[config.mk]
export PLATFORM = sky130hd
export DESIGN_NAME = timed_air_exchange_fan_control
export DESIGN_NICKNAME = d
export VERILOG_FILES = /design/src/design/tafc_pkg.sv /design/src/design/tafc_cfg.sv /design/src/design/tafc_step.sv /design/src/design/timed_air_exchange_fan_control.sv
export SDC_FILE = /design/constraint.sdc
export NUM_CORES = 1
export LEC_CHECK = 0
export BUFFER_PORTS_ARGS = -buffer_cell sky130_fd_sc_hd__buf_4
export CAP_MARGIN = 20
export CORE_ASPECT_RATIO = 0.6
export CORE_MARGIN = 4
export CORE_UTILIZATION = 40
export CTS_CLUSTER_DIAMETER = 100
export DETAILED_ROUTE_END_ITERATION = 10
export SYNTH_ARGS = -nofsm -noshare
export SYNTH_HDL_FRONTEND = slang
export SYNTH_SLANG_ARGS = --single-unit
[constraint.sdc]
create_clock -name clk -period 5.96 [get_ports clk]
set_input_delay 0.298 -clock clk [delete_from_list [all_inputs] [get_ports clk]]
set_output_delay 0.298 -clock clk [all_outputs]
set_load 0.01 [all_outputs]
[src/design/tafc_pkg.sv]
// Package for the timed air-exchange fan control: types, register codes,
// reset values and fan levels. No dependencies.
`default_nettype none

package tafc_pkg;

    localparam int unsigned CFG_INDEX_W = 3;
    localparam int unsigned CFG_DATA_W  = 16;

    typedef enum logic [CFG_INDEX_W-1:0] {
        REG_TICKS_PER_SECOND   = 3'd0,
        REG_IDLE_TIMEOUT_S     = 3'd1,
        REG_FIRST_INTERVAL_MIN = 3'd2,
        REG_LATER_INTERVAL_MIN = 3'd3,
        REG_FAN_ON_SECONDS     = 3'd4,
        REG_WORK_SETPOINT      = 3'd5,
        REG_TEMP_MARGIN        = 3'd6
    } reg_index_t;

    localparam logic [15:0] RST_TICKS_PER_SECOND   = 16'd1000;
    localparam logic [7:0]  RST_IDLE_TIMEOUT_S     = 8'd10;
    localparam logic [7:0]  RST_FIRST_INTERVAL_MIN = 8'd90;
    localparam logic [7:0]  RST_LATER_INTERVAL_MIN = 8'd60;
    localparam logic [7:0]  RST_FAN_ON_SECONDS     = 8'd20;
    localparam logic [11:0] RST_WORK_SETPOINT      = 12'd0;
    localparam logic [9:0]  RST_TEMP_MARGIN        = 10'd80;

    localparam logic [6:0] FAN_OFF  = 7'd0;
    localparam logic [6:0] FAN_LOW  = 7'd15;
    localparam logic [6:0] FAN_FULL = 7'd100;

    typedef struct packed {
        logic [15:0]        ticks_per_second;
        logic [7:0]         idle_timeout_s;
        logic [7:0]         first_interval_min;
        logic [7:0]         later_interval_min;
        logic [7:0]         fan_on_seconds;
        logic signed [11:0] work_setpoint;
        logic [9:0]         temp_margin;
    } cfg_t;

    typedef struct packed {
        logic [15:0] tick_count;
        logic [7:0]  idle_seconds;
        logic [13:0] exchange_seconds;
        logic [7:0]  full_speed_seconds;
        logic        later_interval_in_use;
        logic [6:0]  fan_drive;
    } state_t;

    typedef struct packed {
        logic [6:0] fan_level;
        logic       menu_timeout;
        logic       clear_key;
        logic       second_step;
    } result_t;

endpackage

`default_nettype wire

[src/design/tafc_cfg.sv]
// Configuration register file of the fan control.
// Depends on tafc_pkg.
`default_nettype none

module tafc_cfg
    import tafc_pkg::*;
(
    input  wire logic                   clk,
    input  wire logic                   rst_n,
    input  wire logic                   wr_en,
    input  wire logic [CFG_INDEX_W-1:0] wr_index,
    input  wire logic [CFG_DATA_W-1:0]  wr_data,
    output cfg_t                        cfg
);

    cfg_t cfg_reg;
    cfg_t cfg_next;

    always_comb
    begin
        cfg_next = cfg_reg;
        if (wr_en)
        begin
            unique case (reg_index_t'(wr_index))
                REG_TICKS_PER_SECOND:   cfg_next.ticks_per_second   = wr_data;
                REG_IDLE_TIMEOUT_S:     cfg_next.idle_timeout_s     = wr_data[7:0];
                REG_FIRST_INTERVAL_MIN: cfg_next.first_interval_min = wr_data[7:0];
                REG_LATER_INTERVAL_MIN: cfg_next.later_interval_min = wr_data[7:0];
                REG_FAN_ON_SECONDS:     cfg_next.fan_on_seconds     = wr_data[7:0];
                REG_WORK_SETPOINT:      cfg_next.work_setpoint      = wr_data[11:0];
                REG_TEMP_MARGIN:        cfg_next.temp_margin        = wr_data[9:0];
                default:                cfg_next = cfg_reg;
            endcase
        end
    end

    always_ff @(posedge clk or negedge rst_n)
    begin
        if (!rst_n)
        begin
            cfg_reg.ticks_per_second   <= RST_TICKS_PER_SECOND;
            cfg_reg.idle_timeout_s     <= RST_IDLE_TIMEOUT_S;
            cfg_reg.first_interval_min <= RST_FIRST_INTERVAL_MIN;
            cfg_reg.later_interval_min <= RST_LATER_INTERVAL_MIN;
            cfg_reg.fan_on_seconds     <= RST_FAN_ON_SECONDS;
            cfg_reg.work_setpoint      <= RST_WORK_SETPOINT;
            cfg_reg.temp_margin        <= RST_TEMP_MARGIN;
        end
        else
        begin
            cfg_reg <= cfg_next;
        end
    end

    assign cfg = cfg_reg;

endmodule

`default_nettype wire

[src/design/tafc_step.sv]
// Next-state and result logic for one tick of the fan control.
// Depends on tafc_pkg.
`default_nettype none

module tafc_step
    import tafc_pkg::*;
(
    input  wire cfg_t                cfg,
    input  wire state_t              st,
    input  wire logic signed [11:0]  temperature,
    input  wire logic                process_active,
    input  wire logic                key_pending,
    output state_t                   st_next,
    output result_t                  res
);

    logic               step;
    logic [7:0]         idle_inc;
    logic [13:0]        exch_inc;
    logic [7:0]         full_inc;
    logic [7:0]         minutes;
    logic [13:0]        interval_sec;
    logic signed [12:0] threshold;
    logic               warm;

    assign step         = st.tick_count > cfg.ticks_per_second;
    assign idle_inc     = st.idle_seconds + 8'd1;
    assign exch_inc     = st.exchange_seconds + 14'd1;
    assign full_inc     = st.full_speed_seconds + 8'd1;
    assign minutes      = st.later_interval_in_use ? cfg.later_interval_min
                                                   : cfg.first_interval_min;
    assign interval_sec = {minutes, 6'b000000} - {4'b0000, minutes, 2'b00};
    assign threshold    = {cfg.work_setpoint[11], cfg.work_setpoint}
                        - $signed({3'b000, cfg.temp_margin});
    assign warm         = $signed({temperature[11], temperature}) > threshold;

    always_comb
    begin
        st_next          = st;
        res.menu_timeout = 1'b0;
        res.clear_key    = 1'b0;
        res.second_step  = step;
        st_next.tick_count = st.tick_count + 16'd1;
        if (step)
        begin
            st_next.tick_count = 16'd1;
            if (idle_inc > cfg.idle_timeout_s)
            begin
                res.menu_timeout     = 1'b1;
                res.clear_key        = key_pending;
                st_next.idle_seconds = 8'd0;
            end
            else
            begin
                st_next.idle_seconds = idle_inc;
            end
            if (process_active)
            begin
                if (warm)
                begin
                    if (exch_inc > interval_sec)
                    begin
                        st_next.exchange_seconds      = 14'd0;
                        st_next.fan_drive             = FAN_FULL;
                        st_next.full_speed_seconds    = 8'd0;
                        st_next.later_interval_in_use = 1'b1;
                    end
                    else
                    begin
                        st_next.exchange_seconds = exch_inc;
                        if (st.fan_drive == FAN_FULL)
                        begin
                            if (full_inc > cfg.fan_on_seconds)
                            begin
                                st_next.full_speed_seconds = 8'd0;
                                st_next.fan_drive          = FAN_LOW;
                            end
                            else
                            begin
                                st_next.full_speed_seconds = full_inc;
                            end
                        end
                        else
                        begin
                            st_next.fan_drive = FAN_LOW;
                        end
                    end
                end
                else
                begin
                    st_next.full_speed_seconds = 8'd0;
                    st_next.fan_drive          = FAN_OFF;
                    st_next.exchange_seconds   = 14'd0;
                end
            end
        end
        res.fan_level = st_next.fan_drive;
    end

endmodule

`default_nettype wire

[src/design/timed_air_exchange_fan_control.sv]
// Top level of the timed air-exchange fan control.
// Depends on tafc_pkg, tafc_cfg and tafc_step.
//
//  channel | direction | handshake           | payload
//  --------+-----------+---------------------+---------------------------------------
//  in      | in        | in_valid / in_stall | temperature, process_active, key_pending
//  out     | out       | out_valid/out_stall | fan_level, menu_timeout, clear_key,
//          |           |                     | second_step
//  cfg     | in        | cfg_valid/cfg_ready | cfg_index, cfg_data
//
// One item per cycle sustained while out_stall is low; an accepted item passes the
// input register, then the counter update into the result register that drives the outputs.
// Reset clears all counters, the fan drive and the valid flags, and loads the
// register defaults. cfg_ready is always high.
// A stalled output holds its item; the input register keeps filling until both
// stages are full, then in_stall rises.
`default_nettype none

module timed_air_exchange_fan_control
    import tafc_pkg::*;
(
    input  wire logic                   clk,
    input  wire logic                   rst_n,
    input  wire logic                   in_valid,
    output logic                        in_stall,
    input  wire logic signed [11:0]     temperature,
    input  wire logic                   process_active,
    input  wire logic                   key_pending,
    output logic                        out_valid,
    input  wire logic                   out_stall,
    output logic [6:0]                  fan_level,
    output logic                        menu_timeout,
    output logic                        clear_key,
    output logic                        second_step,
    input  wire logic                   cfg_valid,
    output logic                        cfg_ready,
    input  wire logic [CFG_INDEX_W-1:0] cfg_index,
    input  wire logic [CFG_DATA_W-1:0]  cfg_data
);

    cfg_t               cfg;
    state_t             state_reg;
    state_t             state_next;
    result_t            res;
    result_t            res_reg;
    logic               in_valid_reg;
    logic signed [11:0] temp_reg;
    logic               active_reg;
    logic               key_reg;
    logic               out_valid_reg;
    logic               out_free;
    logic               advance;
    logic               in_take;

    assign cfg_ready = 1'b1;
    assign out_free  = !out_valid_reg || !out_stall;
    assign advance   = in_valid_reg && out_free;
    assign in_stall  = in_valid_reg && !out_free;
    assign in_take   = in_valid && !in_stall;

    tafc_cfg u_cfg (
        .clk      (clk),
        .rst_n    (rst_n),
        .wr_en    (cfg_valid && cfg_ready),
        .wr_index (cfg_index),
        .wr_data  (cfg_data),
        .cfg      (cfg)
    );

    tafc_step u_step (
        .cfg            (cfg),
        .st             (state_reg),
        .temperature    (temp_reg),
        .process_active (active_reg),
        .key_pending    (key_reg),
        .st_next        (state_next),
        .res            (res)
    );

    always_ff @(posedge clk or negedge rst_n)
    begin
        if (!rst_n)
        begin
            in_valid_reg  <= 1'b0;
            out_valid_reg <= 1'b0;
            state_reg     <= '0;
        end
        else
        begin
            if (in_take)
            begin
                in_valid_reg <= 1'b1;
            end
            else if (advance)
            begin
                in_valid_reg <= 1'b0;
            end
            if (advance)
            begin
                out_valid_reg <= 1'b1;
                state_reg     <= state_next;
            end
            else if (out_free)
            begin
                out_valid_reg <= 1'b0;
            end
        end
    end

    always_ff @(posedge clk)
    begin
        if (in_take)
        begin
            temp_reg   <= temperature;
            active_reg <= process_active;
            key_reg    <= key_pending;
        end
        if (advance)
        begin
            res_reg <= res;
        end
    end

    assign out_valid    = out_valid_reg;
    assign fan_level    = res_reg.fan_level;
    assign menu_timeout = res_reg.menu_timeout;
    assign clear_key    = res_reg.clear_key;
    assign second_step  = res_reg.second_step;

endmodule

`default_nettype wire

# Yosys cells after proc, flatten, opt, wreduce, memory -nomap -nowiden
# Index checks and enable logic that the tools add are counted.
# totals
wordCells	83
out_inout_bits	13
reg_bits	150
in_bits	38
# classes
mux	19
eq_ne	8
add_sub_neg	6
n_lt_le_gt_ge	5
reduce_logical	23
# op_table
operator	count
$mux 54	1
$mux 22	2
$mux 8	4
$mux 30	1
$mux 7	4
$reduce_and 2->1	9
$add 16x1->16 const B	1
$add 8x1->8 const B	2
$gt 16x16->1	1
$gt 8x8->1	2
$add 14x1->14 const B	1
$gt 14x14->1	1
$sub 14x10->14	1
$gt 12x13->1	1
$sub 12x11->13	1
$eq 3x3->1 const B	3
$eq 7x7->1 const B	1
$eq 3x2->1 const B	2
$mux 1	6
$reduce_and 5->1	1
$logic_not 1->1	4
$reduce_and 4->1	1
$reduce_bool 2->1	2
$eq 3x1->1 const B	1
6 further kinds	8

# Logic depth before layout (Yosys ltp)
# depth
ltp_word	8
ltp_mapped	19
mapped_depth_nobuf	18

# Cells and area by module
# From an unflattened synthesis, not the netlist that was laid out.
# unflattened
cells_unflattened	856
area_unflattened_um2	9584.2
# by_module_without_submodules
module	instances	cells_each	seq_area_each_um2	area_per_inst_um2
tafc_step	1	555	0.0	3824.9
timed_air_exchange_fan_control	1	148	2122.0	3078.0
tafc_cfg	1	153	1776.7	2681.3

# Least setup slack after synthesis
# OpenSTA, ideal clock, no wires.
# synth_path
path_type	register to register
from	reg state_reg[7] (netlist name)
to	reg state_reg[19] (netlist name)
setup_time_ns	0.066
period_less_slack_ns	3.924
arrival_time_ns	3.859
stages_incl_launch_ff	20
required_ns	5.894
slack_ns	2.036
path_buffers	2
cell_sequence	dfrtp_1 -> buf_2 -> mux2_2 -> inv_1 -> ha_1 -> o211a_1 -> o21a_1 -> o21a_1 -> o21ai_0 -> nand2_1 -> xnor2_1 -> ha_1 -> nand2_1 -> o21ai_0 -> a2111oi_0 -> a21oi_1 -> or3_1 -> nor2_2 -> buf_4 -> a22o_1
# synth_via
elab_chain_cells	5
# synth_rtl
item	line_no	source
from (decl)	timed_air_exchange_fan_control.sv:42	state_t state_reg;
from (signal assigned)	timed_air_exchange_fan_control.sv:101	state_reg <= state_next;
$mux 8	tafc_step.sv:30	assign minutes = st.later_interval_in_use ? cfg.later_interval_min
$sub 14x10->14	tafc_step.sv:32	assign interval_sec = {minutes, 6'b000000} - {4'b0000, minutes, 2'b00};
$gt 14x14->1	tafc_step.sv:61	if (exch_inc > interval_sec)
$mux 22	tafc_step.sv:61	
$mux 22	tafc_step.sv:59	if (warm)
# No other way between the ends.
# A chain may end at the register's enable or synchronous reset.

# Final worst setup path
# Same ends and word-level chain as after synthesis.

==> flow_summary.toml <==
[drt]
drcViolationCount = 0
vias = 5946
firstDrtPassIters = 4
wl_um = 18600
wire_per_inst_um = 16.0
ant_nets = 0
vias_per_cell = 5.12
drt-initial-drc-count = 314

[setup_path]
rr_endpoint = "state_reg[19]"
cp_data_arrival_time_ns = 5.02
reg2reg_setup_slack_ns = 1.31
timing.rr.start = "state_reg[7]"
path_cells = "mux2i_1 > inv_1 > ha_1 > o211a_1 > o21a_1 > o21a_1 > o21ai_0 > nand2_1 > xnor2_1 > ha_1 > nand2_1 > o21ai_0 > a2111oi_0 > a21oi_1 > or3_1 > nor2_2 > a22o_1"
end_kind = "register"
r2r_cells = 17
cp-start-kind = "register"
worstSetupPathType = "reg -> reg"
crit_fanout = 12
critPathMaxStageDelay_ns = 0.61
slowest_stage = "dfrtp_1"
critPathRequiredTime_ns = 6.33

[worst_hold_path]
hold_path.class = "in -> reg"
min_from = "temperature[10]"
worstHoldPathCells = 1
whs_endpoint = "temp_reg[10]"

[cells_and_area]
largest_reg_flops = 70
syn_to_final_growth_pct = 14.9
num-fill-cells = 1923
antennaDiodeCount = 0
fin_nets = 985
regArea_um2 = 3900
drive_gt1_share_pct = 18.9
multiInputGateArea_um2 = 4280
instances_no_fill = 1162

[sta]
finalMaxSlewViolations = 0
finalSetupTns_ns = 0
min_period_ns = 4.65
skew_ns = 0.0158
finalHoldViolCount = 0
fmax_mhz = 215
setup_violations = 0
slew_headroom_pct = 42.0
rsz0062_at_grt = "no"
tightest_slew_ns = 0.871
min_period_over_period_pct = 78.1

[floorplan]
chipWidth_um = 196
chipHeight_um = 121
initial_utilization_pct = 40.6
pin_count = 51
coreArea_um2 = 21000
dieArea_um2 = 23800
rows = 41

[synthesis]
syn_area_per_cell_um2 = 10.5
netlist.area_leader.share_pct = 31.1
synth_area_um2 = 8520
synthDistinctLibCells = 63
ys.flop_type = "dfrtp_1"
synth_edf_count = 24
yosysSeqAreaShare_pct = 45.8
yosys.area.top_type = "dfrtp_1"
yosys-top-cells-count = "106 x dfrtp_1, 76 x ha_1, 75 x nand2_1"
yosysMostFrequentCell = "dfrtp_1"
synth_area_leaders = "dfrtp_1 31%, ha_1 11%, edfxtp_1 8.5%, dfstp_2 6.2%, mux2_2 5.9%"
synth_fp_nets = 930
yosysWarningCount = 0
synth_cells = 815
ys_ff_latch = 150
async_reset_ff_share_pct = 84.0

[power]
ir_drop_uv = 191
leakage_nw = 4.55
p_per_area_nw_per_um2 = 334

[place]
dp_hpwl_um = 13500
port_buffers = 49
gp_congestion = 0.810
dp_cells = 1127

[global_routing]
grt_start_max_net_pins = 79
grt_pass1_vias = 5774
grtUsageTotal_pct = 16.6
grt_pass1_wl_um = 30900
grt_overflow = 0
antenna_found_initial = 0

[clock_tree]
hold_buffers = 0
cts_buffer_depth = 2
clock_sinks = 150
clkTransAtPathRegs_ns = 0.06
postCtsSetupRepairBufs = 0
cts_root_buf = "clkbuf_16"
clock_latency_ns = 0.44
htreeDepth = 4
cts_tree = "yes"
cts_made_buffers = 17
cts_resized = 0

[outcome]
status = "completed"

[job]
cap_viol_max_count = 0
==> routing by layer <==
| metal | vias up | track usage, % | routed length (um) |
|---|---|---|---|
| met1 | 2843 | 26.6 | 10300 |
| li1 | 3004 | - | - |
| met5 | - | 0 | 0 |
| met2 | 95 | 21.9 | 7300 |
| met3 | 4 | 3.91 | 964 |
| met4 | 0 | 4.45 | 42 |
==> power by group <==
| group | switching, mW | internal, mW | total (mW) |
|---|---|---|---|
| combinational | 0.504 | 0.411 | 0.915 |
| sequential | 0.0846 | 1.20 | 1.28 |
| clock | 0.455 | 0.615 | 1.07 |
==> worst max path at each step <==
| stage | start | end | slack (ns) | depth (start not counted) |
|---|---|---|---|---|
| floorplan | state_reg[7] | state_reg[19] | 2.04 | 19 |
| finish | state_reg[7] | state_reg[19] | 1.31 | 17 |
| detailed placement | state_reg[7] | state_reg[29] | 1.30 | 17 |
| CTS | state_reg[7] | state_reg[19] | 1.26 | 17 |
| global placement | state_reg[7] | state_reg[24] | 1.48 | 17 |
| global route | state_reg[7] | state_reg[19] | 0.82 | 17 |
==> final cells by class <==
cell class                 count  area share [%]
clock buffer                  19            4.74
clock inverter                13            1.16
inverter                      65            2.49
multi-input combinational    580            43.7
sequential                   150            39.8
tap                          279            3.57
timing repair buffer          56            4.50
==> kinds of logic (layout without fill, tap and decap cells) <==
group | after synthesis | after routing | synth area share (%)
other | 1 | 1 | 0.0440
and+or+nand+nor | 238 | 238 | 14.4
AOI/OAI and AO/OA | 163 | 163 | 12.5
xor gates and xnor gates | 49 | 49 | 5.04
adders and majority gates | 77 | 77 | 11.4
buffers and inverters | 85 | 153 | 4.04
DFF | 150 | 150 | 45.8
muxes | 52 | 52 | 6.77
==> critical path: cells and delay by family, from the launching register on <==
kind / cells / cell delay (ns)
AO/OA/AOI/OAI: 8 / 1.66
AND/OR/NAND/NOR: 4 / 1.08
adder cells (fa/ha/maj): 2 / 0.65
flip-flops: 1 / 0.61
multiplexers: 1 / 0.35
buffers and inverters: 1 / 0.13
XOR/XNOR: 1 / 0.13
==> per-stage QoR <==
step	worst slack, ns	total power [mW]	hold WS [ns]	util, %	instance area [um^2]
2_1_floorplan	2.04	1.96	0.00241	-	8520
6_report	1.31	3.27	0.0400	46.7	9790
3_3_place_gp	1.48	2.19	0.476	43.7	9170
3_5_place_dp	1.30	2.21	0.477	43.7	9170
5_1_grt	0.816	3.51	0.0142	46.7	9790
4_1_cts	1.26	3.30	0.0125	46.5	9750
==> layout by cell type (no fill, tap or decap), drive strengths merged, types with 8 or more instances in the layout <==
cell type  netlist  layout
nor2            37      37
nand2           75      75
o21a            13      13
mux2            45      45
nor2b           16      16
nand2b          10      10
inv             65      73
ha              76      76
buf             10      55
dfrtp          106     106
nor3            10      10
nand3           30      30
a21oi           29      29
o21ai           56      56
xor2            19      19
o2bb2ai          8       8
dfstp           20      20
and3            21      21
a22o            21      21
nand4           10      10
xnor2           30      30
clkbuf          10      19
edfxtp          24      24
Power figures use the tool's default switching activity.
